## src/hw/rtl/pss_pkg.sv

```systemverilog
// ============================================================================
// Process slot scheduler package
// Shared types and constants for the process slot scheduler block.
// ============================================================================
package pss_pkg;

    localparam int DEF_NUM_SLOTS = 16;

    localparam int ACTION_W  = 3;
    localparam int TICKS_W   = 16;
    localparam int PID_BASE_W = 16;
    localparam int SLOT_W    = 4;
    localparam int PID_W     = 17;
    localparam int WAKENED_W = 5;
    localparam int RUN_W     = 32;

    // Raw action codes as they arrive on the input channel.
    localparam logic [ACTION_W-1:0] ACT_CREATE   = 3'd0;
    localparam logic [ACTION_W-1:0] ACT_TICK     = 3'd1;
    localparam logic [ACTION_W-1:0] ACT_SCHEDULE = 3'd2;
    localparam logic [ACTION_W-1:0] ACT_BLOCK    = 3'd3;
    localparam logic [ACTION_W-1:0] ACT_EXIT     = 3'd4;

    // Slot status codes.
    typedef enum logic [1:0] {
        ST_DEAD    = 2'd0,
        ST_READY   = 2'd1,
        ST_RUNNING = 2'd2,
        ST_BLOCKED = 2'd3
    } slot_status_t;

    // Decoded operation handed from the front end to the back end.
    typedef enum logic [2:0] {
        OP_CREATE,
        OP_TICK,
        OP_SCHEDULE,
        OP_BLOCK,
        OP_EXIT,
        OP_INVALID
    } op_t;

    typedef struct packed {
        op_t                op;
        logic [TICKS_W-1:0] sleep_ticks;
    } cmd_t;

endpackage

```

## src/hw/rtl/pss_if.sv

```systemverilog
// ============================================================================
// Process slot scheduler channels
// Valid/ready channels for action transactions and result transactions.
// ============================================================================
interface pss_in_if
    import pss_pkg::*;
();
    logic                valid;
    logic                ready;
    logic [ACTION_W-1:0] action;
    logic [TICKS_W-1:0]  sleep_ticks;

    modport source (output valid, output action, output sleep_ticks, input ready);
    modport sink   (input valid, input action, input sleep_ticks, output ready);
endinterface

interface pss_out_if
    import pss_pkg::*;
();
    logic                 valid;
    logic                 ready;
    logic [SLOT_W-1:0]    slot;
    logic [PID_W-1:0]     pid;
    logic                 ok;
    logic                 idle;
    logic [WAKENED_W-1:0] wakened;
    logic [RUN_W-1:0]     run_time;

    modport source (output valid, output slot, output pid, output ok, output idle,
                    output wakened, output run_time, input ready);
    modport sink   (input valid, input slot, input pid, input ok, input idle,
                    input wakened, input run_time, output ready);
endinterface

```

## src/hw/rtl/pss_front.sv

```systemverilog
// ============================================================================
// Process slot scheduler front end
// Accepts action transactions, decodes them and holds them in a two-entry queue.
// ============================================================================
module pss_front
    import pss_pkg::*;
(
    input  logic        clk,
    input  logic        rst_n,
    pss_in_if.sink      in_ch,
    output logic        cmd_valid,
    output cmd_t        cmd,
    input  logic        cmd_ready
);

    cmd_t       q_reg [2];
    logic       wr_ptr_reg;
    logic       rd_ptr_reg;
    logic [1:0] cnt_reg;
    logic       push;
    logic       pop;
    cmd_t       dec;

    always_comb
    begin
        dec.sleep_ticks = in_ch.sleep_ticks;
        case (in_ch.action)
            ACT_CREATE:   dec.op = OP_CREATE;
            ACT_TICK:     dec.op = OP_TICK;
            ACT_SCHEDULE: dec.op = OP_SCHEDULE;
            ACT_BLOCK:    dec.op = OP_BLOCK;
            ACT_EXIT:     dec.op = OP_EXIT;
            default:      dec.op = OP_INVALID;
        endcase
    end

    assign in_ch.ready = (cnt_reg != 2'd2);
    assign push        = in_ch.valid && in_ch.ready;
    assign cmd_valid   = (cnt_reg != 2'd0);
    assign cmd         = q_reg[rd_ptr_reg];
    assign pop         = cmd_valid && cmd_ready;

    always_ff @(posedge clk)
    begin
        if (push)
        begin
            q_reg[wr_ptr_reg] <= dec;
        end
    end

    always_ff @(posedge clk or negedge rst_n)
    begin
        if (!rst_n)
        begin
            wr_ptr_reg <= 1'b0;
            rd_ptr_reg <= 1'b0;
            cnt_reg    <= 2'd0;
        end
        else
        begin
            if (push)
            begin
                wr_ptr_reg <= ~wr_ptr_reg;
            end
            if (pop)
            begin
                rd_ptr_reg <= ~rd_ptr_reg;
            end
            cnt_reg <= cnt_reg + 2'(push) - 2'(pop);
        end
    end

endmodule

```

## src/hw/rtl/pss_back.sv

```systemverilog
// ============================================================================
// Process slot scheduler back end
// Holds the slot table and queues and carries out one decoded action at a time.
// ============================================================================
module pss_back
    import pss_pkg::*;
#(
    parameter int NUM_SLOTS = DEF_NUM_SLOTS
)
(
    input  logic                  clk,
    input  logic                  rst_n,
    input  logic                  cmd_valid,
    input  cmd_t                  cmd,
    output logic                  cmd_ready,
    input  logic [PID_BASE_W-1:0] pid_base,
    pss_out_if.source             out_ch
);

    localparam int SW = (NUM_SLOTS > 1) ? $clog2(NUM_SLOTS) : 1;
    localparam int CW = $clog2(NUM_SLOTS + 1);
    localparam logic [CW-1:0] NSLOTS = CW'(NUM_SLOTS);

    typedef enum logic [1:0] {
        FSM_IDLE,
        FSM_CREATE_SCAN,
        FSM_TICK_WALK,
        FSM_SCHED_POP
    } fsm_t;

    fsm_t               fsm_reg, fsm_next;
    slot_status_t       status_reg [NUM_SLOTS];
    logic [TICKS_W-1:0] sleep_left_reg [NUM_SLOTS];
    logic [SW-1:0]      ready_order_reg [NUM_SLOTS];
    logic [SW-1:0]      sleep_order_reg [NUM_SLOTS];
    logic [SW-1:0]      ready_head_reg, ready_head_next;
    logic [CW-1:0]      ready_count_reg, ready_count_next;
    logic [CW-1:0]      sleep_count_reg, sleep_count_next;
    logic [CW-1:0]      high_water_reg, high_water_next;
    logic [SW-1:0]      running_slot_reg, running_slot_next;
    logic               has_running_reg, has_running_next;
    logic [RUN_W-1:0]   running_time_reg, running_time_next;
    logic [CW-1:0]      idx_reg, idx_next;
    logic [CW-1:0]      kept_reg, kept_next;
    logic [CW-1:0]      woke_reg, woke_next;

    logic                 out_valid_reg, out_valid_next;
    logic [SLOT_W-1:0]    out_slot_reg, out_slot_next;
    logic [PID_W-1:0]     out_pid_reg, out_pid_next;
    logic                 out_ok_reg, out_ok_next;
    logic                 out_idle_reg, out_idle_next;
    logic [WAKENED_W-1:0] out_woke_reg, out_woke_next;
    logic [RUN_W-1:0]     out_rt_reg, out_rt_next;

    // Single write port per table.
    logic               st_we;
    logic [SW-1:0]      st_addr;
    slot_status_t       st_data;
    logic               sl_we;
    logic [SW-1:0]      sl_addr;
    logic [TICKS_W-1:0] sl_data;
    logic               ro_we;
    logic [SW-1:0]      ro_addr;
    logic [SW-1:0]      ro_data;
    logic               so_we;
    logic [SW-1:0]      so_addr;
    logic [SW-1:0]      so_data;

    logic [CW:0]        tail_sum;
    logic [SW-1:0]      tail;
    logic [SW-1:0]      s;
    logic [TICKS_W-1:0] dec_left;
    logic [31:0]        woke_wide;
    logic [RUN_W-1:0]   cur_rt;

    assign tail_sum  = {1'b0, CW'(ready_head_reg)} + {1'b0, ready_count_reg};
    assign tail      = (tail_sum >= (CW+1)'(NUM_SLOTS)) ?
                       SW'(tail_sum - (CW+1)'(NUM_SLOTS)) : SW'(tail_sum);
    assign cur_rt    = has_running_reg ? running_time_reg : '0;
    assign woke_wide = 32'(woke_reg);
    assign cmd_ready = (fsm_reg == FSM_IDLE) && !out_valid_reg;

    function automatic logic [PID_W-1:0] make_pid(input logic [SW-1:0] sl,
                                                  input logic [PID_BASE_W-1:0] base);
        logic [31:0] sum;
        sum = 32'(sl) + 32'(base);
        return sum[PID_W-1:0];
    endfunction

    always_comb
    begin
        fsm_next          = fsm_reg;
        ready_head_next   = ready_head_reg;
        ready_count_next  = ready_count_reg;
        sleep_count_next  = sleep_count_reg;
        high_water_next   = high_water_reg;
        running_slot_next = running_slot_reg;
        has_running_next  = has_running_reg;
        running_time_next = running_time_reg;
        idx_next          = idx_reg;
        kept_next         = kept_reg;
        woke_next         = woke_reg;
        out_valid_next    = out_valid_reg && !out_ch.ready;
        out_slot_next     = out_slot_reg;
        out_pid_next      = out_pid_reg;
        out_ok_next       = out_ok_reg;
        out_idle_next     = out_idle_reg;
        out_woke_next     = out_woke_reg;
        out_rt_next       = out_rt_reg;
        st_we   = 1'b0;
        st_addr = '0;
        st_data = ST_DEAD;
        sl_we   = 1'b0;
        sl_addr = '0;
        sl_data = '0;
        ro_we   = 1'b0;
        ro_addr = tail;
        ro_data = '0;
        so_we   = 1'b0;
        so_addr = '0;
        so_data = '0;
        s        = '0;
        dec_left = '0;

        case (fsm_reg)
            FSM_IDLE:
            begin
                if (cmd_valid && cmd_ready)
                begin
                    idx_next      = '0;
                    kept_next     = '0;
                    woke_next     = '0;
                    out_slot_next = '0;
                    out_pid_next  = '0;
                    out_ok_next   = 1'b0;
                    out_idle_next = 1'b0;
                    out_woke_next = '0;
                    out_rt_next   = '0;
                    case (cmd.op)
                        OP_CREATE:
                        begin
                            fsm_next = FSM_CREATE_SCAN;
                        end
                        OP_TICK:
                        begin
                            if (has_running_reg)
                            begin
                                running_time_next = running_time_reg + 1'b1;
                            end
                            fsm_next = FSM_TICK_WALK;
                        end
                        OP_SCHEDULE:
                        begin
                            // Round robin: the running slot rejoins the tail first.
                            if (has_running_reg)
                            begin
                                has_running_next = 1'b0;
                                if (ready_count_reg < NSLOTS)
                                begin
                                    ro_we            = 1'b1;
                                    ro_data          = running_slot_reg;
                                    ready_count_next = ready_count_reg + 1'b1;
                                    st_we            = 1'b1;
                                    st_addr          = running_slot_reg;
                                    st_data          = ST_READY;
                                end
                            end
                            fsm_next = FSM_SCHED_POP;
                        end
                        OP_BLOCK, OP_EXIT:
                        begin
                            out_valid_next = 1'b1;
                            if (has_running_reg)
                            begin
                                out_slot_next     = SLOT_W'(running_slot_reg);
                                out_pid_next      = make_pid(running_slot_reg, pid_base);
                                out_ok_next       = 1'b1;
                                out_rt_next       = running_time_reg;
                                st_we             = 1'b1;
                                st_addr           = running_slot_reg;
                                sl_we             = 1'b1;
                                sl_addr           = running_slot_reg;
                                has_running_next  = 1'b0;
                                running_time_next = '0;
                                if (cmd.op == OP_BLOCK)
                                begin
                                    st_data = ST_BLOCKED;
                                    sl_data = cmd.sleep_ticks;
                                    if (sleep_count_reg < NSLOTS)
                                    begin
                                        so_we            = 1'b1;
                                        so_addr          = SW'(sleep_count_reg);
                                        so_data          = running_slot_reg;
                                        sleep_count_next = sleep_count_reg + 1'b1;
                                    end
                                end
                                else
                                begin
                                    st_data = ST_DEAD;
                                    sl_data = '0;
                                end
                            end
                        end
                        default:
                        begin
                            out_valid_next = 1'b1;
                        end
                    endcase
                end
            end

            FSM_CREATE_SCAN:
            begin
                if (idx_reg < high_water_reg &&
                    status_reg[SW'(idx_reg)] != ST_DEAD)
                begin
                    idx_next = idx_reg + 1'b1;
                end
                else
                begin
                    fsm_next       = FSM_IDLE;
                    out_valid_next = 1'b1;
                    out_rt_next    = cur_rt;
                    if (idx_reg >= high_water_reg && high_water_reg >= NSLOTS)
                    begin
                        out_ok_next = 1'b0;
                    end
                    else
                    begin
                        if (idx_reg >= high_water_reg)
                        begin
                            high_water_next = high_water_reg + 1'b1;
                        end
                        s             = SW'(idx_reg);
                        out_slot_next = SLOT_W'(s);
                        out_pid_next  = make_pid(s, pid_base);
                        out_ok_next   = 1'b1;
                        sl_we         = 1'b1;
                        sl_addr       = s;
                        sl_data       = '0;
                        if (ready_count_reg < NSLOTS)
                        begin
                            ro_we            = 1'b1;
                            ro_data          = s;
                            ready_count_next = ready_count_reg + 1'b1;
                            st_we            = 1'b1;
                            st_addr          = s;
                            st_data          = ST_READY;
                        end
                    end
                end
            end

            FSM_TICK_WALK:
            begin
                if (idx_reg < sleep_count_reg)
                begin
                    s        = sleep_order_reg[SW'(idx_reg)];
                    dec_left = (sleep_left_reg[s] == '0) ? '0 : sleep_left_reg[s] - 1'b1;
                    sl_we    = 1'b1;
                    sl_addr  = s;
                    sl_data  = dec_left;
                    idx_next = idx_reg + 1'b1;
                    if (dec_left == '0)
                    begin
                        woke_next = woke_reg + 1'b1;
                        if (ready_count_reg < NSLOTS)
                        begin
                            ro_we            = 1'b1;
                            ro_data          = s;
                            ready_count_next = ready_count_reg + 1'b1;
                            st_we            = 1'b1;
                            st_addr          = s;
                            st_data          = ST_READY;
                        end
                    end
                    else
                    begin
                        so_we     = 1'b1;
                        so_addr   = SW'(kept_reg);
                        so_data   = s;
                        kept_next = kept_reg + 1'b1;
                    end
                end
                else
                begin
                    sleep_count_next = kept_reg;
                    fsm_next         = FSM_IDLE;
                    out_valid_next   = 1'b1;
                    out_ok_next      = 1'b1;
                    out_woke_next    = woke_wide[WAKENED_W-1:0];
                    out_rt_next      = cur_rt;
                end
            end

            FSM_SCHED_POP:
            begin
                fsm_next          = FSM_IDLE;
                out_valid_next    = 1'b1;
                running_time_next = '0;
                if (ready_count_reg == '0)
                begin
                    out_idle_next = 1'b1;
                end
                else
                begin
                    s                 = ready_order_reg[ready_head_reg];
                    ready_head_next   = (ready_head_reg == SW'(NUM_SLOTS - 1)) ?
                                        '0 : ready_head_reg + 1'b1;
                    ready_count_next  = ready_count_reg - 1'b1;
                    st_we             = 1'b1;
                    st_addr           = s;
                    st_data           = ST_RUNNING;
                    sl_we             = 1'b1;
                    sl_addr           = s;
                    sl_data           = '0;
                    running_slot_next = s;
                    has_running_next  = 1'b1;
                    out_slot_next     = SLOT_W'(s);
                    out_pid_next      = make_pid(s, pid_base);
                    out_ok_next       = 1'b1;
                end
            end

            default:
            begin
                fsm_next = FSM_IDLE;
            end
        endcase
    end

    always_ff @(posedge clk)
    begin
        if (ro_we)
        begin
            ready_order_reg[ro_addr] <= ro_data;
        end
        if (so_we)
        begin
            sleep_order_reg[so_addr] <= so_data;
        end
        out_slot_reg <= out_slot_next;
        out_pid_reg  <= out_pid_next;
        out_ok_reg   <= out_ok_next;
        out_idle_reg <= out_idle_next;
        out_woke_reg <= out_woke_next;
        out_rt_reg   <= out_rt_next;
    end

    always_ff @(posedge clk or negedge rst_n)
    begin
        if (!rst_n)
        begin
            fsm_reg          <= FSM_IDLE;
            ready_head_reg   <= '0;
            ready_count_reg  <= '0;
            sleep_count_reg  <= '0;
            high_water_reg   <= '0;
            running_slot_reg <= '0;
            has_running_reg  <= 1'b0;
            running_time_reg <= '0;
            idx_reg          <= '0;
            kept_reg         <= '0;
            woke_reg         <= '0;
            out_valid_reg    <= 1'b0;
            for (int i = 0; i < NUM_SLOTS; i++)
            begin
                status_reg[i]     <= ST_DEAD;
                sleep_left_reg[i] <= '0;
            end
        end
        else
        begin
            fsm_reg          <= fsm_next;
            ready_head_reg   <= ready_head_next;
            ready_count_reg  <= ready_count_next;
            sleep_count_reg  <= sleep_count_next;
            high_water_reg   <= high_water_next;
            running_slot_reg <= running_slot_next;
            has_running_reg  <= has_running_next;
            running_time_reg <= running_time_next;
            idx_reg          <= idx_next;
            kept_reg         <= kept_next;
            woke_reg         <= woke_next;
            out_valid_reg    <= out_valid_next;
            if (st_we)
            begin
                status_reg[st_addr] <= st_data;
            end
            if (sl_we)
            begin
                sleep_left_reg[sl_addr] <= sl_data;
            end
        end
    end

    assign out_ch.valid    = out_valid_reg;
    assign out_ch.slot     = out_slot_reg;
    assign out_ch.pid      = out_pid_reg;
    assign out_ch.ok       = out_ok_reg;
    assign out_ch.idle     = out_idle_reg;
    assign out_ch.wakened  = out_woke_reg;
    assign out_ch.run_time = out_rt_reg;

endmodule

```

## src/hw/rtl/process_slot_scheduler.sv

```systemverilog
// ============================================================================
// Process slot scheduler
// Task scheduler over a fixed table of process slots with a round-robin ready
// queue and sleep timers.
// ============================================================================
// Each action transaction is accepted by a front end into a two-entry queue
// and carried out by a back end that owns the slot table, the ready queue and
// the list of sleepers; exactly one result transaction comes back per action.
// The back end works on one action at a time and walks its tables one entry
// per cycle. Block, exit and unknown actions register their result straight
// from the idle state; schedule passes through the pop state; create scans the
// slots up to the one it claims, or the whole table when it is full; tick
// walks the list of sleepers. The back end picks up the next action only once
// the previous result has left the output register.
// The pid_base register may be written only while no action is in flight.
module process_slot_scheduler
    import pss_pkg::*;
#(
    parameter int NUM_SLOTS = DEF_NUM_SLOTS
)
(
    input  logic                  clk,
    input  logic                  rst_n,
    pss_in_if.sink                in_ch,
    pss_out_if.source             out_ch,
    input  logic                  cfg_we,
    input  logic [PID_BASE_W-1:0] cfg_wdata
);

    // Base value added to a slot index to form the process identifier.
    logic [PID_BASE_W-1:0] pid_base_reg;

    // Decoded actions travel from the front end to the back end.
    logic cmd_valid;
    logic cmd_ready;
    cmd_t cmd;

    always_ff @(posedge clk or negedge rst_n)
    begin
        if (!rst_n)
        begin
            pid_base_reg <= '0;
        end
        else if (cfg_we)
        begin
            pid_base_reg <= cfg_wdata;
        end
    end

    // The front end accepts and decodes transactions independently of the
    // back end, so its two-entry queue can fill while an action is executing.
    pss_front u_front (
        .clk       (clk),
        .rst_n     (rst_n),
        .in_ch     (in_ch),
        .cmd_valid (cmd_valid),
        .cmd       (cmd),
        .cmd_ready (cmd_ready)
    );

    // The back end holds all scheduler state and the result register.
    pss_back #(
        .NUM_SLOTS (NUM_SLOTS)
    ) u_back (
        .clk       (clk),
        .rst_n     (rst_n),
        .cmd_valid (cmd_valid),
        .cmd       (cmd),
        .cmd_ready (cmd_ready),
        .pid_base  (pid_base_reg),
        .out_ch    (out_ch)
    );

endmodule

```

## src/flat_wrapper.sv

```systemverilog
// flat-port wrapper written by rule: the top's interface ports become plain ports
module process_slot_scheduler_flat import pss_pkg::*;
#(
    parameter int NUM_SLOTS = DEF_NUM_SLOTS
)
  (clk, rst_n, cfg_we, cfg_wdata, in_ch_valid, in_ch_action, in_ch_sleep_ticks, in_ch_ready, out_ch_valid, out_ch_slot, out_ch_pid, out_ch_ok, out_ch_idle, out_ch_wakened, out_ch_run_time, out_ch_ready);
  pss_in_if in_ch_i ();
  pss_out_if out_ch_i ();
  input  logic clk;
  input  logic rst_n;
  input  logic cfg_we;
  input  logic [PID_BASE_W-1:0] cfg_wdata;
  input wire logic [$bits(in_ch_i.valid)-1:0] in_ch_valid;
  input wire logic [$bits(in_ch_i.action)-1:0] in_ch_action;
  input wire logic [$bits(in_ch_i.sleep_ticks)-1:0] in_ch_sleep_ticks;
  output wire logic [$bits(in_ch_i.ready)-1:0] in_ch_ready;
  output wire logic [$bits(out_ch_i.valid)-1:0] out_ch_valid;
  output wire logic [$bits(out_ch_i.slot)-1:0] out_ch_slot;
  output wire logic [$bits(out_ch_i.pid)-1:0] out_ch_pid;
  output wire logic [$bits(out_ch_i.ok)-1:0] out_ch_ok;
  output wire logic [$bits(out_ch_i.idle)-1:0] out_ch_idle;
  output wire logic [$bits(out_ch_i.wakened)-1:0] out_ch_wakened;
  output wire logic [$bits(out_ch_i.run_time)-1:0] out_ch_run_time;
  input wire logic [$bits(out_ch_i.ready)-1:0] out_ch_ready;
  assign in_ch_i.valid = in_ch_valid;
  assign in_ch_i.action = in_ch_action;
  assign in_ch_i.sleep_ticks = in_ch_sleep_ticks;
  assign in_ch_ready = in_ch_i.ready;
  assign out_ch_valid = out_ch_i.valid;
  assign out_ch_slot = out_ch_i.slot;
  assign out_ch_pid = out_ch_i.pid;
  assign out_ch_ok = out_ch_i.ok;
  assign out_ch_idle = out_ch_i.idle;
  assign out_ch_wakened = out_ch_i.wakened;
  assign out_ch_run_time = out_ch_i.run_time;
  assign out_ch_i.ready = out_ch_ready;
  process_slot_scheduler #(.NUM_SLOTS(NUM_SLOTS)) u_core (.clk(clk), .rst_n(rst_n), .in_ch(in_ch_i), .out_ch(out_ch_i), .cfg_we(cfg_we), .cfg_wdata(cfg_wdata));
endmodule
```

## config.mk

```make
export PLATFORM = sky130hd
export DESIGN_NAME = process_slot_scheduler_flat
export DESIGN_NICKNAME = d
export VERILOG_FILES = /design/src/hw/rtl/pss_pkg.sv /design/src/hw/rtl/pss_if.sv /design/src/hw/rtl/pss_front.sv /design/src/hw/rtl/pss_back.sv /design/src/hw/rtl/process_slot_scheduler.sv /design/src/flat_wrapper.sv
export SDC_FILE = /design/constraint.sdc
export NUM_CORES = 1
export LEC_CHECK = 0
export BUFFER_PORTS_ARGS = -buffer_cell sky130_fd_sc_hd__buf_4
export CAP_MARGIN = 10
export CORE_ASPECT_RATIO = 1.4
export CORE_MARGIN = 5
export CORE_UTILIZATION = 30
export CTS_CLUSTER_SIZE = 10
export DETAILED_ROUTE_END_ITERATION = 7
export PLACE_DENSITY = 0.46
export SYNTH_ARGS = -nofsm -noshare
export SYNTH_HDL_FRONTEND = slang
export SYNTH_SLANG_ARGS = --single-unit
export TNS_END_PERCENT = 30
```

## constraint.sdc

```tcl
create_clock -name clk -period 5.7 [get_ports clk]
set_input_delay 0.57 -clock clk [delete_from_list [all_inputs] [get_ports clk]]
set_output_delay 0.57 -clock clk [all_outputs]
set_load 0.05 [all_outputs]
```

Yosys cells after proc, flatten, opt, wreduce, memory -nomap -nowiden --
Memories as Yosys holds them, arrays and structs flattened. Cells that the tools add are included.
Storage, ports and cells: memories kept 3, logic and storage cells 349, bits in writable memories 166, bits in registers 442
Memory list:
- u_core.u_back.ready_order_reg | words 16, bits a word 4, read ports 1, clocked after memory_dff 0, write ports 1, RTL line pss_back.sv:34 | logic [SW-1:0] ready_order_reg [NUM_SLOTS];
- u_core.u_back.sleep_order_reg | words 16, bits a word 4, read ports 1, clocked after memory_dff 0, write ports 1, RTL line pss_back.sv:35 | logic [SW-1:0] sleep_order_reg [NUM_SLOTS];
- u_core.u_front.q_reg | words 2, bits a word 19, read ports 1, clocked after memory_dff 0, write ports 1, RTL line pss_front.sv:16 | cmd_t q_reg [2];
Operators by class: reduce and logical (&&, ||, !) cells 41, $lt $le $gt $ge 13, eq/ne operators 33, muxes and demuxes 179, add/sub/neg operators 17, bitwise logic cells 9
Operators by type and width (count):
- $bwmux W256 | 1
- $mux W32 | 8
- $mux W4 | 38
- $mux W16 | 9
- $pmux W32 S2 | 2
- $mux W5 | 23
- $mux W17 | 6
- $pmux W32 S3 | 1
- $bmux W16 S4 | 1
- $demux W16 S4 | 1
- $add A4 B16 Y17 | 3
- $pmux W17 S3 | 1
- $pmux W16 S3 | 1
- $mux W1 | 45
- $pmux W5 S2 | 4
- $add A32 B1 Y32 const B | 1
- $bwmux W32 | 1
- $logic_not A16 Y1 | 2
- $pmux W4 S4 | 2
- $reduce_and A4 Y1 | 8
- $add A5 B1 Y5 const B | 6
- $ge A5 B5 Y1 const B | 5
- $mux W2 | 12
- $ne A2 B2 Y1 const B | 12
- 51 further kinds | 99

Logic depth before layout (Yosys ltp) --
Gate-level depths: netlist of the first run. An unclocked memory read counts as a cell.
depth in word-level cells 17, depth in mapped cells 26, mapped depth without buffers 21

By module --
Synthesis of the first run repeated with hierarchy kept, for this count alone.
Unflattened totals: cell total of the unflattened synthesis 2660, area, all modules 29952.5 um^2
By module, submodules not included:
- pss_back | instances 1, cells each 2542, area each 27701.6 um^2
- pss_front | instances 1, cells each 84, area each 1601.5 um^2
- process_slot_scheduler | instances 1, cells each 34, area each 649.4 um^2

Worst setup path after synthesis of the first run --
Ideal clock, no wire load.
path type register -> register, start point register u_core.u_back.idx_reg[0], end point memory u_core.u_back.sleep_order_reg[4][0] (netlist name) (enable), cell stages (with the launch flop) 26, arrival time 5.157 ns, path buffers 6, setup time 0.361 ns, setup slack 0.181 ns, cell sequence dfrtp_1 > buf_4 > buf_6 > mux2i_1 > a22oi_1 > and3_1 > a21oi_1 > buf_2 > buf_2 > buf_2 > buf_1 > nor3_1 > a21oi_1 > ha_1 > nand2_1 > a21oi_1 > nor2_1 > or4b_1 > a21oi_1 > o2111ai_1 > o21bai_2 > a21oi_2 > and2_1 > o32ai_1 > a21oi_1 > nor3_1
Between the ends: cells in the longest elaborated chain, start to end 13
Ends and longest elaborated chain:
- start: declaration | RTL line pss_back.sv:43 | logic [CW-1:0] idx_reg, idx_next;
- start signal: assignment | RTL line pss_back.sv:382 | idx_reg <= idx_next;
- $mem_v2 Z16 W4
- $not A4 Y5 (implied by the code) | RTL line pss_back.sv:259 | dec_left = (sleep_left_reg[s] == '0) ? '0 : sleep_left_reg[s] - 1'b1;
- $bmux W16 S4 | RTL line pss_back.sv:259
- $mux W16 (implied by the code) (2 in series) | RTL line pss_back.sv:259
- $sub A16 B1 Y16 / $logic_not A16 Y1 (equally long branches) | RTL line pss_back.sv:259
- $mux W16 | RTL line pss_back.sv:259
- $logic_not A16 Y1 | RTL line pss_back.sv:264 | if (dec_left == '0)
- $mux W1 | RTL line pss_back.sv:264
- $mux W1 | RTL line pss_back.sv:256 | if (idx_reg < sleep_count_reg)
- $pmux W1 S2 | RTL line pss_back.sv:125 | case (fsm_reg)
- $mux W1 | RTL line pss_back.sv:338 | if (so_we)
- $mux W1 (implied by the code) | RTL line pss_back.sv:340 | sleep_order_reg[so_addr] <= so_data;
- end: declaration | RTL line pss_back.sv:35
Parallel ways exist; a longest one is shown, timed or not. The select of a mux whose other input is x is not followed.

Worst setup path after layout of the first run --
start point register u_core.u_back.idx_reg[0], end point register u_core.u_back.status_reg[8] (netlist name)
Between the ends: cells in the longest elaborated chain, start to end 17
Ends and longest elaborated chain:
- $mem_v2 Z16 W4
- $not A4 Y5 (implied by the code) | RTL line pss_back.sv:259
- $bmux W16 S4 | RTL line pss_back.sv:259
- $mux W16 (implied by the code) (2 in series) | RTL line pss_back.sv:259
- $sub A16 B1 Y16 / $logic_not A16 Y1 (equally long branches) | RTL line pss_back.sv:259
- $mux W16 | RTL line pss_back.sv:259
- $logic_not A16 Y1 | RTL line pss_back.sv:264
- $mux W4 | RTL line pss_back.sv:264
- $mux W4 | RTL line pss_back.sv:256
- $pmux W4 S4 | RTL line pss_back.sv:125
- $not A4 Y5 (implied by the code) | RTL line pss_back.sv:388 | status_reg[st_addr] <= st_data;
- $ge A5 B5 Y1 (implied by the code) / $lt A5 B1 Y1 (equally long branches) | RTL line pss_back.sv:388
- $logic_and A1 B1 Y1 (implied by the code) | RTL line pss_back.sv:388
- $mux W2 (implied by the code) | RTL line pss_back.sv:388
- $demux W2 S4 | RTL line pss_back.sv:388
- $bwmux W32 | RTL line pss_back.sv:388
- end signal: indexed assignment | RTL line pss_back.sv:388
- end: declaration | RTL line pss_back.sv:32 | slot_status_t status_reg [NUM_SLOTS];
Parallel ways exist; a longest one is shown, timed or not. The select of a mux whose other input is x is not followed. A chain may end at the register's enable or synchronous reset.

==> run_results.csv, run 1 <==
group,metric,value,unit
final_layout,mostFrequentLayoutCell,"dfrtp_1",
grt,grt_start_max_net_pins,167,
setup_path,rrSetupSlack,0.18,ns
hold_path,holdCritStartpoint,"in_ch_sleep_ticks[12]",
setup_path,logic_depth_of_the_worst_register_to_register_path,25,
place,gp_congestion,0.857,
power_and_ir_drop,power.density,595,mW/mm²
timing,fmaxAchievable,181,MHz
synthesis,syn_nets,2626,
cts,clock_tree.root_cell,"clkbuf_16",
route,drtPass1Iterations,5,
setup_path,crit_slowest_cell,"or4b_4",
cts,cts.clk_slew.worst_paths,0.06,ns
place,place_hpwl,61900,µm
timing,grt_setup_unrepaired,"yes",
flow_run,max_cap_violation_count,0,
synthesis,syn_avg_cell_area,11.5,µm²
setup_path,timing.critical_path.arrival,6.02,ns
cts,clock_sinks,608,
cts,tritoncts_clock_tree,"done",
grt,vias_in_the_first_global_route,22000,
floorplanning,num_io_pins,102,
timing,fin_skew,0.0312,ns
hold_path,timing.hold.worst.class,"in2reg",
synthesis,mappedNetlistArea,0.0292,mm²
final_layout,antenna_cells,0,
power_and_ir_drop,fin_total_pwr,21400,µW
floorplanning,die_width,274,µm
setup_path,regToRegEndpoint,"u_core.u_back.status_reg[8]",
setup_path,slowest_delay,0.53,ns
final_layout,layout-drive-gt1-share,27.0,%
setup_path,worstSetupPathType,"reg2reg",
synthesis,ys_dominant_reg_cell,"dfrtp_1",
setup_path,path_delay_family,"compound AO/OA/AOI/OAI gates",
final_layout,flow.area_growth_from_synthesis,23.2,%
timing,timing.final.crit_period,5.52,ns
cts,worstSkewPairLatency,0.64,ns
floorplanning,starting_density,30.2,%
grt,grt_pass1_wl,136000,µm
setup_path,crit_path_max_fanout,15,
power_and_ir_drop,power.static_leakage,0.0151,µW
synthesis,synth_seq_cells,608,
final_layout,commonest_cells_after_routing_fill_and_taps_aside,"dfrtp_1 (380), buf_4 (349), nand2_1 (317)",
floorplanning,floorplan.die_area,0.104,mm²
setup_path,crit_path_start_kind,"flip-flop",
floorplanning,core_area,0.0968,mm²
synthesis,synth-seq-area-share,55.9,%
timing,finalSetupViolCount,0,
synthesis,count_of_yosys_warnings_during_synthesis,0,
final_layout,n_fill_cell,9458,
route,detailedRoute.firstIterationViolations,1392,
timing,fin_worst_hold_slack,0.123,ns
timing,timing_worst_slew_pin_value,1.14,ns
hold_path,holdPathEnd,"u_core.u_front.q_reg[1][12]",
final_layout,nets,2939,
setup_path,cp_data_required_time,6.20,ns
place,port-buffer-count,101,
setup_path,crit_start,"u_core.u_back.idx_reg[0]",
route,ant_nets,0,
cts,h-tree-depth,3,
synthesis,netlist-cell-type-count,104,
synthesis,synth-edff-count,226,
run_status,run_status,"finished clean",
setup_path,endpoint_kind,"flip-flop",
route,post_drt_via_cell_ratio,5.01,
final_layout,largest_register_ff_count,256,
timing,finalHoldViolations,0,
route,drt_wl_total,89600,µm
setup_path,critical_path_depth,25,
timing,final.period_utilization,96.8,%
cts,cts-buffers-inserted,72,
final_layout,seq_area,0.0163,mm²
timing,max-slew-margin-rel,23.4,%
floorplanning,core.rowCount,135,
grt,globalRoute.totalOverflow,0,
final_layout,multi_input_logic_area,0.0124,mm²
cts,cts_max_path_buffers,3,
power_and_ir_drop,vdd_drop_max,0.373,mV
synthesis,async_flop_share,62.8,%
setup_path,timing.critical_path.buf_inv,4,
hold_path,min_delay_path_depth,1,
grt,grt_util_all_layers,17.1,%
setup_path,worst_r2r_startpoint,"u_core.u_back.idx_reg[0]",
route,routed_wire_length_per_instance,21.4,µm
route,route.detailed.drc,0,
route,route.vias.total,21000,
floorplanning,die_height,379,µm
grt,number_of_antenna_violations_at_the_first_check_in_global_routing,1,
synthesis,syn-instance-count,2543,
timing,finalMaxSlewViolations,0,
## how the worst max path moves through the flow
stage / endpoint / slack (ns)
finish: u_core.u_back.status_reg[8] / 0.18
global route: u_core.u_back.status_reg[8] / -0.04
CTS: u_core.u_back.sleep_order_reg[14][1] / -0.007
detailed placement: u_core.u_back.ready_order_reg[8][2] / -0.31
global placement: u_core.u_back.status_reg[9] / -0.28
floorplan: u_core.u_back.sleep_order_reg[4][0] / 0.18
## routing by layer
layer / GRT usage (%) / wire [µm] / share of wire (%)
met1: 21.3 / 37500 / 42
met2: 30.7 / 46600 / 52
met3: 2.17 / 3300 / 3.7
met4: 5.51 / 2160 / 2.4
met5: 0 / 0 / 0
## final cells by class
class / count / area share, %
flip-flops and latches: 608 / 45.4
multi-input cells: 1741 / 34.5
repair buffers: 394 / 9.59
clock buffers: 105 / 5.46
well taps: 1301 / 4.52
inverters: 39 / 0.406
clock inverters: 9 / 0.160
## synthesized netlist by cell type, types with 9 or more instances
cell type	n	share of area (%)
dfrtp_1	382	33
nand2_1	323	4.1
edfxtp_1	226	23
nor2_1	182	2.3
o21ai_0	182	3.1
mux2_2	168	6.5
a21oi_1	119	2.0
clkbuf_1	105	1.3
mux2i_1	87	3.0
nand3_1	76	1.3
and2_1	56	1.2
ha_1	39	1.7
inv_1	38	0.49
xor2_1	38	1.1
nor3_1	37	0.63
mux4_2	30	2.3
xnor2_1	25	0.75
a21o_1	24	0.62
buf_2	24	0.41
mux2_1	22	0.85
and3_1	21	0.45
nand4_1	21	0.45
a32o_1	18	0.62
nor2b_1	18	0.39
nand2b_1	17	0.36
a31oi_1	16	0.34
o22ai_1	15	0.32
a211oi_1	13	0.33
a32oi_1	12	0.36
a22oi_1	11	0.28
buf_1	10	0.13
o31ai_1	10	0.26
buf_6	9	0.35
## report_power, final
group | switching (µW) | internal [µW]
Sequential | 525 | 5440
Clock | 1780 | 2370
Combinational | 6620 | 4710
## per-stage QoR
step / TNS, ns / worst slack, ns / instances / instance area [µm²] / util (%)
CTS: -0.0253 / -0.00678 / 4177 / 35500 / 36.7
finish: 0 / 0.183 / 4197 / 36000 / 37.2
floorplan: 0 / 0.181 / 2543 / 29200 / -
detailed placement: -33.37 / -0.306 / 4052 / 33300 / 34.4
global route: -0.200 / -0.0354 / 4197 / 36000 / 37.2
global placement: -25.92 / -0.276 / 4052 / 33300 / 34.4
## logic make-up after synthesis
logic type | Yosys count | share of synthesized area, %
xor+xnor | 63 | 1.89
fa+ha+maj | 43 | 1.94
flops | 608 | 55.9
buf+inv | 194 | 2.92
mux | 309 | 12.7
simple gates | 803 | 12.8
compound gates | 523 | 11.8
## timing repair
action,CTS,global route
setup buffers,10,20
resized for setup,28,62
pin swaps,9,37
endpoints found under the setup margin,160,179
endpoints found under the hold margin,68,0
cloned,0,2
hold buffers,1,0
Note: power is estimated with default switching activity, not from simulation.
==> run 2: changes to the inputs <==
--- a/config.mk
+++ b/config.mk
@@ -15,5 +15,5 @@
 export PLACE_DENSITY = 0.46
 export SYNTH_ARGS = -nofsm -noshare
 export SYNTH_HDL_FRONTEND = slang
+export SYNTH_HIERARCHICAL = 1
 export SYNTH_SLANG_ARGS = --single-unit
-export TNS_END_PERCENT = 30
==> run_results.csv, run 2 <==
group,metric,value,unit
run_status,run_status,"finished, violations left",
run_status,failed_checks,"negative hold slack",
synthesis,synth_top_cell_area_share,31.9,%
synthesis,ys_dominant_reg_cell,"dfrtp_1",
route,drt_wl_total,92500,µm
route,detailedRoute.firstIterationViolations,1498,
timing,timing.final.crit_period,5.58,ns
synthesis,synth-seq-area-share,54.6,%
place,place_hpwl,63800,µm
cts,cts-buffers-inserted,72,
timing,max-slew-margin-rel,23.3,%
final_layout,mostFrequentLayoutCell,"dfrtp_1",
timing,final.setup.tns,0,ns
synthesis,syn-instance-count,2660,
synthesis,synth_top_cells_by_area,"dfrtp_1 (32%), edfxtp_1 (23%), mux2_2 (6.9%), nand2_1 (3.5%), a21oi_1 (3.0%)",
synthesis,synth_most_common_cell,"dfrtp_1",
floorplanning,core.rowCount,137,
route,ant_nets,0,
setup_path,endpoint_kind,"flip-flop",
timing,fmaxAchievable,179,MHz
grt,grt_start_max_net_pins,161,
power_and_ir_drop,power.density,530,mW/mm²
grt,grt_util_all_layers,16.9,%
cts,cts_hold_repair.buffers,0,
floorplanning,num_io_pins,102,
synthesis,async_flop_share,62.8,%
cts,cts_max_path_buffers,3,
floorplanning,die_width,277,µm
synthesis,mappedNetlistArea,0.0300,mm²
place,gp_congestion,0.860,
final_layout,layout-drive-gt1-share,25.1,%
cts,worstSkewPairLatency,0.63,ns
synthesis,syn_avg_cell_area,11.3,µm²
route,route.vias.total,21800,
timing,fin_skew,0.0273,ns
route,routed_wire_length_per_instance,21.8,µm
synthesis,netlist-cell-type-count,98,
place,port-buffer-count,101,
floorplanning,core_area,0.0994,mm²
power_and_ir_drop,comb_power_share,46.3,%
cts,tritoncts_clock_tree,"done",
place,dp.cells,4118,
route,drtPass1Iterations,5,
setup_path,cp_data_required_time,6.20,ns
timing,finalMaxSlewViolations,0,
flow_run,max_cap_violation_count,0,
final_layout,flow.area_growth_from_synthesis,19.4,%
synthesis,synth-edff-count,226,
setup_path,worstSetupPathType,"reg2reg",
power_and_ir_drop,vdd_drop_max,0.320,mV
cts,cts.clk_slew.worst_paths,0.06,ns
final_layout,utilization,36.0,%
synthesis,syn_nets,2742,
setup_path,crit_path_max_fanout,17,
power_and_ir_drop,pwr-share-clk,22.2,%
final_layout,commonest_cells_after_routing_fill_and_taps_aside,"dfrtp_1 (380), buf_4 (307), nand2_1 (281)",
power_and_ir_drop,power_switching,7820,µW
grt,globalRoute.totalOverflow,0,
grt,vias_in_the_first_global_route,22600,
synthesis,count_of_yosys_warnings_during_synthesis,6,
floorplanning,die_height,384,µm
power_and_ir_drop,power.sequential.fraction,31.4,%
cts,h-tree-depth,3,
setup_path,timing.critical_path.arrival,6.08,ns
synthesis,synth_seq_cells,608,
final_layout,layoutNonFillerInstCount,4246,
final_layout,nets,2960,
route,post_drt_via_cell_ratio,5.14,
cts,clock_sinks,608,
power_and_ir_drop,power.static_leakage,0.0149,µW
synthesis,post-synth-top-area-cell,"dfrtp_1",
timing,timing_worst_slew_pin_value,1.14,ns
timing,grt_setup_unrepaired,"yes",
timing,finalHoldViolations,7,
synthesis,most_frequent_cells_after_synthesis,"dfrtp_1 (382), nand2_1 (282), edfxtp_1 (226)",
power_and_ir_drop,power.switching_fraction,41.3,%
route,route.detailed.drc,0,
grt,number_of_antenna_violations_at_the_first_check_in_global_routing,1,
power_and_ir_drop,cell_internal_pwr,11100,µW
timing,finalSetupViolCount,0,
setup_path,crit_path_start_kind,"flip-flop",
final_layout,largest_register_ff_count,256,
hold_path,timing.hold.worst.class,"in2async",
floorplanning,starting_density,30.1,%
timing,fin_worst_hold_slack,-0.0234,ns
cts,clock_tree.root_cell,"clkbuf_16",
grt,grt_pass1_wl,140000,µm
timing,final.period_utilization,97.9,%
floorplanning,floorplan.die_area,0.106,mm²
[run 2: changes by cell type in the layout (fill, tap and decap cells not counted), sizes merged, moves of 26 or more]
cell / delta
a21oi: +55
mux2i: -56
nand2: -39
and3: +62
o21ai: -72
a211oi: +57
buf: -64
nor2: +26
nand3: -30
a311oi: +39
nor4: +44
[run 2: metrics by stage]
step / instance area [µm²] / worst slack, ns / hold WS, ns / power [µW]
finish: 35700 / 0.119 / -0.0234 / 18900
global route: 35700 / -0.0553 / 0.0229 / 20000
CTS: 35500 / 0.000149 / 0.00216 / 19000
detailed placement: 33400 / -0.122 / 0.466 / 14700
global placement: 33400 / -0.407 / 0.456 / 14600
floorplan: 30000 / 0.0682 / 0.274 / 11200
[run 2: power groups by stage]
stage	registers, µW	clock network, µW	logic [µW]
2_1_floorplan	6540	0	4620
3_3_place_gp	6010	0	8570
3_5_place_dp	6030	0	8640
4_1_cts	5950	4360	8680
5_1_grt	6030	4530	9390
6_report	5950	4210	8770
[run 2: what timing repair did]
action / CTS / global route
setup buffers: 0 / 5
resized for setup: 5 / 39
pin swaps: 0 / 12
setup endpoints to repair: 50 / 165
endpoints found under the hold margin: 0 / 0
gates cloned: 0 / 1
[run 2: area by class of cell]
class                           instances  area, µm²
Antenna cell                            2       5.00
Clock buffer                          113       2000
Clock inverter                          7       87.6
Fill cell                            9904      63700
Inverter                               59        221
Multi-Input combinational cell       1810      12700
Sequential cell                       608      16300
Tap cell                             1320       1650
Timing Repair Buffer                  327       2690
[run 2: path summary, 6_finish.rpt]
check | from | cells past startpoint | slack (ns) | to
hold / removal | rst_n | 1 | -0.02 | u_core/u_back/running_time_reg[24]
min in group clk | in_ch_sleep_ticks[11] | 1 | 0.14 | u_core/u_front/q_reg[1][11]
hold reg to reg | u_core/u_back/sleep_left_reg[55] | 2 | 0.48 | u_core/u_back/sleep_left_reg[55]
max in group asynchronous | rst_n | 2 | 4.25 | u_core/u_back/idx_reg[1]
setup reg to reg | u_core/u_back/idx_reg[1] | 21 | 0.12 | u_core/u_back/status_reg[27]
setup / recovery | u_core/u_back/idx_reg[1] | 21 | 0.12 | u_core/u_back/status_reg[27]
[run 2: kinds of logic (layout without fill, tap and decap cells)]
group	count (synthesis)	in the layout	share of synthesized area [%]
buf+inv	243	506	3.77
xor+xnor	61	61	1.81
fa+ha+maj	42	42	1.85
simple gates	889	890	14.5
other cells	0	2	0
compound gates	545	545	12.1
flops	608	608	54.6
mux	272	272	11.5
[run 2: per-layer routing]
| layer | wire, µm | part of all wire (%) | up-vias | global-route usage, % |
|---|---|---|---|---|
| li1 | - | - | 10200 | - |
| met2 | 48400 | 52 | 469 | 31.5 |
| met4 | 3920 | 4.2 | 0 | 6.98 |
| met3 | 3260 | 3.5 | 196 | 2.33 |
| met1 | 36900 | 40 | 11000 | 19.4 |
| met5 | 0 | 0 | - | 0 |
[run 2: worst max-delay path: stages (launching register included)]
cell and delay, ns:
dfrtp_2 0.47, buf_12 0.18, mux2i_1 0.14, a32o_1 0.28
or3_4 0.45, buf_12 0.18, buf_4 0.20, and3_1 0.19
a2111oi_1 0.46, a311oi_1 0.14, a211o_1 0.35, nor4_2 0.28
nand4_1 0.17, xor2_2 0.27, a41oi_2 0.24, buf_4 0.21
o31ai_2 0.33, buf_4 0.20, a221oi_4 0.07, buf_4 0.19
nand3_1 0.12, mux2_2 0.35
==> run 3: changes to the inputs <==
--- a/config.mk
+++ b/config.mk
@@ -5,6 +5,7 @@
 export SDC_FILE = /design/constraint.sdc
 export NUM_CORES = 1
 export LEC_CHECK = 0
+export ABC_AREA = 1
 export BUFFER_PORTS_ARGS = -buffer_cell sky130_fd_sc_hd__buf_4
 export CAP_MARGIN = 10
 export CORE_ASPECT_RATIO = 1.4
@@ -13,6 +14,7 @@
 export CTS_CLUSTER_SIZE = 10
 export DETAILED_ROUTE_END_ITERATION = 7
 export PLACE_DENSITY = 0.46
+export SKIP_CTS_REPAIR_TIMING = 1
 export SYNTH_ARGS = -nofsm -noshare
 export SYNTH_HDL_FRONTEND = slang
 export SYNTH_HIERARCHICAL = 1
==> run_results.csv, run 3 <==
group,metric,value,unit
place,port-buffer-count,101,
cts,cts_max_path_buffers,3,
synthesis,async_flop_share,62.8,%
setup_path,endpoint_kind,"flip-flop",
timing,final.period_utilization,91.3,%
setup_path,cp_data_required_time,6.01,ns
grt,vias_in_the_first_global_route,24600,
final_layout,flow.area_growth_from_synthesis,15.3,%
synthesis,yosys.area_share.xor_xnor,0.863,%
place,dp.cells,4976,
synthesis,synth_most_common_cell,"nand2_1",
final_layout,mostFrequentLayoutCell,"nand2_1",
synthesis,count_of_yosys_warnings_during_synthesis,6,
flow_run,max_cap_violation_count,0,
grt,number_of_antenna_violations_at_the_first_check_in_global_routing,1,
place,place_hpwl,63500,µm
grt,grt_start_max_net_pins,114,
route,post_drt_via_cell_ratio,4.73,
setup_path,worstSetupPathType,"reg2reg",
floorplanning,die_width,279,µm
route,detailedRoute.firstIterationViolations,1656,
synthesis,syn_nets,3707,
route,drtPass1Iterations,5,
synthesis,synth-seq-area-share,53.7,%
hold_path,timing.hold.worst.class,"in2reg",
synthesis,most_frequent_cells_after_synthesis,"nand2_1 (959), inv_1 (438), nand3_1 (406)",
route,drt_wl_total,92900,µm
floorplanning,floorplan.die_area,0.108,mm²
synthesis,synth_top_cell_area_share,31.4,%
synthesis,syn_avg_cell_area,8.40,µm²
power_and_ir_drop,power.density,552,mW/mm²
final_layout,antenna_cells,0,
timing,finalHoldViolations,0,
cts,worstSkewPairLatency,0.65,ns
timing,max-slew-margin-rel,29.5,%
timing,timing.final.crit_period,5.20,ns
power_and_ir_drop,power.static_leakage,0.0156,µW
setup_path,crit_path_start_kind,"flip-flop",
route,routed_wire_length_per_instance,18.2,µm
synthesis,syn-instance-count,3625,
synthesis,synth-adder-area-share,1.82,%
synthesis,synth_top_cells_by_area,"dfrtp_1 (31%), edfxtp_1 (22%), nand2_1 (12%), nand3_1 (6.7%), o21ai_0 (5.8%)",
final_layout,seq_area,0.0163,mm²
route,ant_nets,0,
cts,cts-buffers-inserted,72,
cts,cts.clk_slew.worst_paths,0.06,ns
timing,timing_worst_slew_pin_value,1.06,ns
final_layout,largest_register_ff_count,256,
floorplanning,core.rowCount,138,
final_layout,layoutNonFillerInstCount,5102,
cts,clock_sinks,608,
synthesis,post-synth-top-area-cell,"dfrtp_1",
timing,finalMaxSlewViolations,0,
grt,grt_pass1_wl,145000,µm
grt,grt_util_all_layers,17.0,%
final_layout,commonest_cells_after_routing_fill_and_taps_aside,"nand2_1 (959), inv_1 (438), nand3_1 (405)",
timing,grt_setup_unrepaired,"no",
timing,final.setup.tns,0,ns
synthesis,synth_seq_cells,608,
cts,tritoncts_clock_tree,"done",
synthesis,synth-simple-area-share,25.2,%
route,route.vias.total,24200,
synthesis,netlist-cell-type-count,62,
timing,fin_skew,0.0235,ns
place,gp_congestion,0.847,
final_layout,multi_input_logic_area,0.0116,mm²
grt,globalRoute.totalOverflow,0,
power_and_ir_drop,vdd_drop_max,0.406,mV
setup_path,crit_path_max_fanout,20,
synthesis,largest_family_of_logic_cells_by_synthesized_area,"simple AND/OR/NAND/NOR gates",
run_status,run_status,"finished clean",
synthesis,synth-edff-count,226,
synthesis,yosys-mux-area-fraction,0,%
floorplanning,starting_density,30.2,%
final_layout,layout-drive-gt1-share,11.3,%
final_layout,nets,3806,
timing,fmaxAchievable,192,MHz
floorplanning,die_height,387,µm
synthesis,ys_dominant_reg_cell,"dfrtp_1",
setup_path,slowest_delay,0.54,ns
cts,h-tree-depth,3,
setup_path,timing.critical_path.arrival,5.51,ns
synthesis,mappedNetlistArea,0.0305,mm²
setup_path,crit_slowest_cell,"dfrtp_1",
floorplanning,num_io_pins,102,
route,route.detailed.drc,0,
final_layout,n_fill_cell,10600,
floorplanning,core_area,0.101,mm²
synthesis,synth_compound_area_share,9.65,%
cts,clock_tree.root_cell,"clkbuf_16",
timing,finalSetupViolCount,0,
==> run 3: where the power goes <==
| group | switching (µW) | total (µW) | internal [µW] | leakage (µW) |
|---|---|---|---|---|
| clock | 1850 | 4280 | 2430 | 0.00101 |
| combinational | 6730 | 9410 | 2690 | 0.00715 |
| sequential | 370 | 5700 | 5330 | 0.00744 |
| total | 8940 | 19400 | 10400 | 0.0156 |
==> run 3: metal layers <==
metal | part of all wire [%] | global-route usage (%) | vias up
met4 | 3.1 | 6.13 | 0
met5 | 0 | 0 | -
met3 | 3.1 | 1.83 | 127
li1 | - | - | 12000
met2 | 53 | 31.6 | 429
met1 | 41 | 20.2 | 11600
==> run 3: worst paths after layout <==
kind                       depth (start not counted)                         startpoint                             endpoint  slack, ns
max                                               30           u_core/u_back/idx_reg[0]  u_core/u_back/ready_order_reg[1][1]       0.50
min                                                1               in_ch_sleep_ticks[7]           u_core/u_front/q_reg[0][7]       0.11
max reg2reg                                       30           u_core/u_back/idx_reg[0]  u_core/u_back/ready_order_reg[1][1]       0.50
min reg2reg                                        1  u_core/u_back/running_time_reg[3]    u_core/u_back/running_time_reg[3]       0.45
max in group asynchronous                          3                              rst_n     u_core/u_back/sleep_left_reg[44]       4.01
min in group asynchronous                          2                              rst_n    u_core/u_back/sleep_left_reg[178]       0.40
==> run 3: cell type report <==
| type | instances | area share (%) |
|---|---|---|
| Clock buffer | 115 | 5.76 |
| Clock inverter | 7 | 0.249 |
| Inverter | 467 | 5.04 |
| Multi-Input combinational cell | 2376 | 32.9 |
| Sequential cell | 608 | 46.5 |
| Tap cell | 1330 | 4.74 |
| Timing Repair Buffer | 199 | 4.77 |
==> run 3: cell families (layout without fill, tap and decap cells) <==
group                    count (synthesis)  in the layout
AND/OR/NAND/NOR                       1768           1768
buffers and inverters                  641            788
flip-flops                             608            608
AO/OA/AOI/OAI                          536            536
adder cells (fa/ha/maj)                 42             42
XOR/XNOR                                30             30
==> run 3: per-stage QoR <==
stage	worst slack [ns]	area (µm²)	hold slack (ns)	util, %	power, µW
floorplan	1.70	30500	0.274	-	12100
global placement	0.341	32900	0.449	32.6	15300
detailed placement	0.305	32900	0.445	32.6	15200
global route	0.0131	35100	0.0779	34.8	20700
CTS	0.271	35000	-0.227	34.7	19600
finish	0.499	35100	0.111	34.8	19400
==> run 3: critical path: cells and delay by family (launching register included) <==
kind	cells	cell delay [ns]
flip-flops	1	0.54
AO/OA/AOI/OAI	1	0.27
AND/OR/NAND/NOR	23	2.89
adder cells (fa/ha/maj)	1	0.20
buffers and inverters	5	0.95
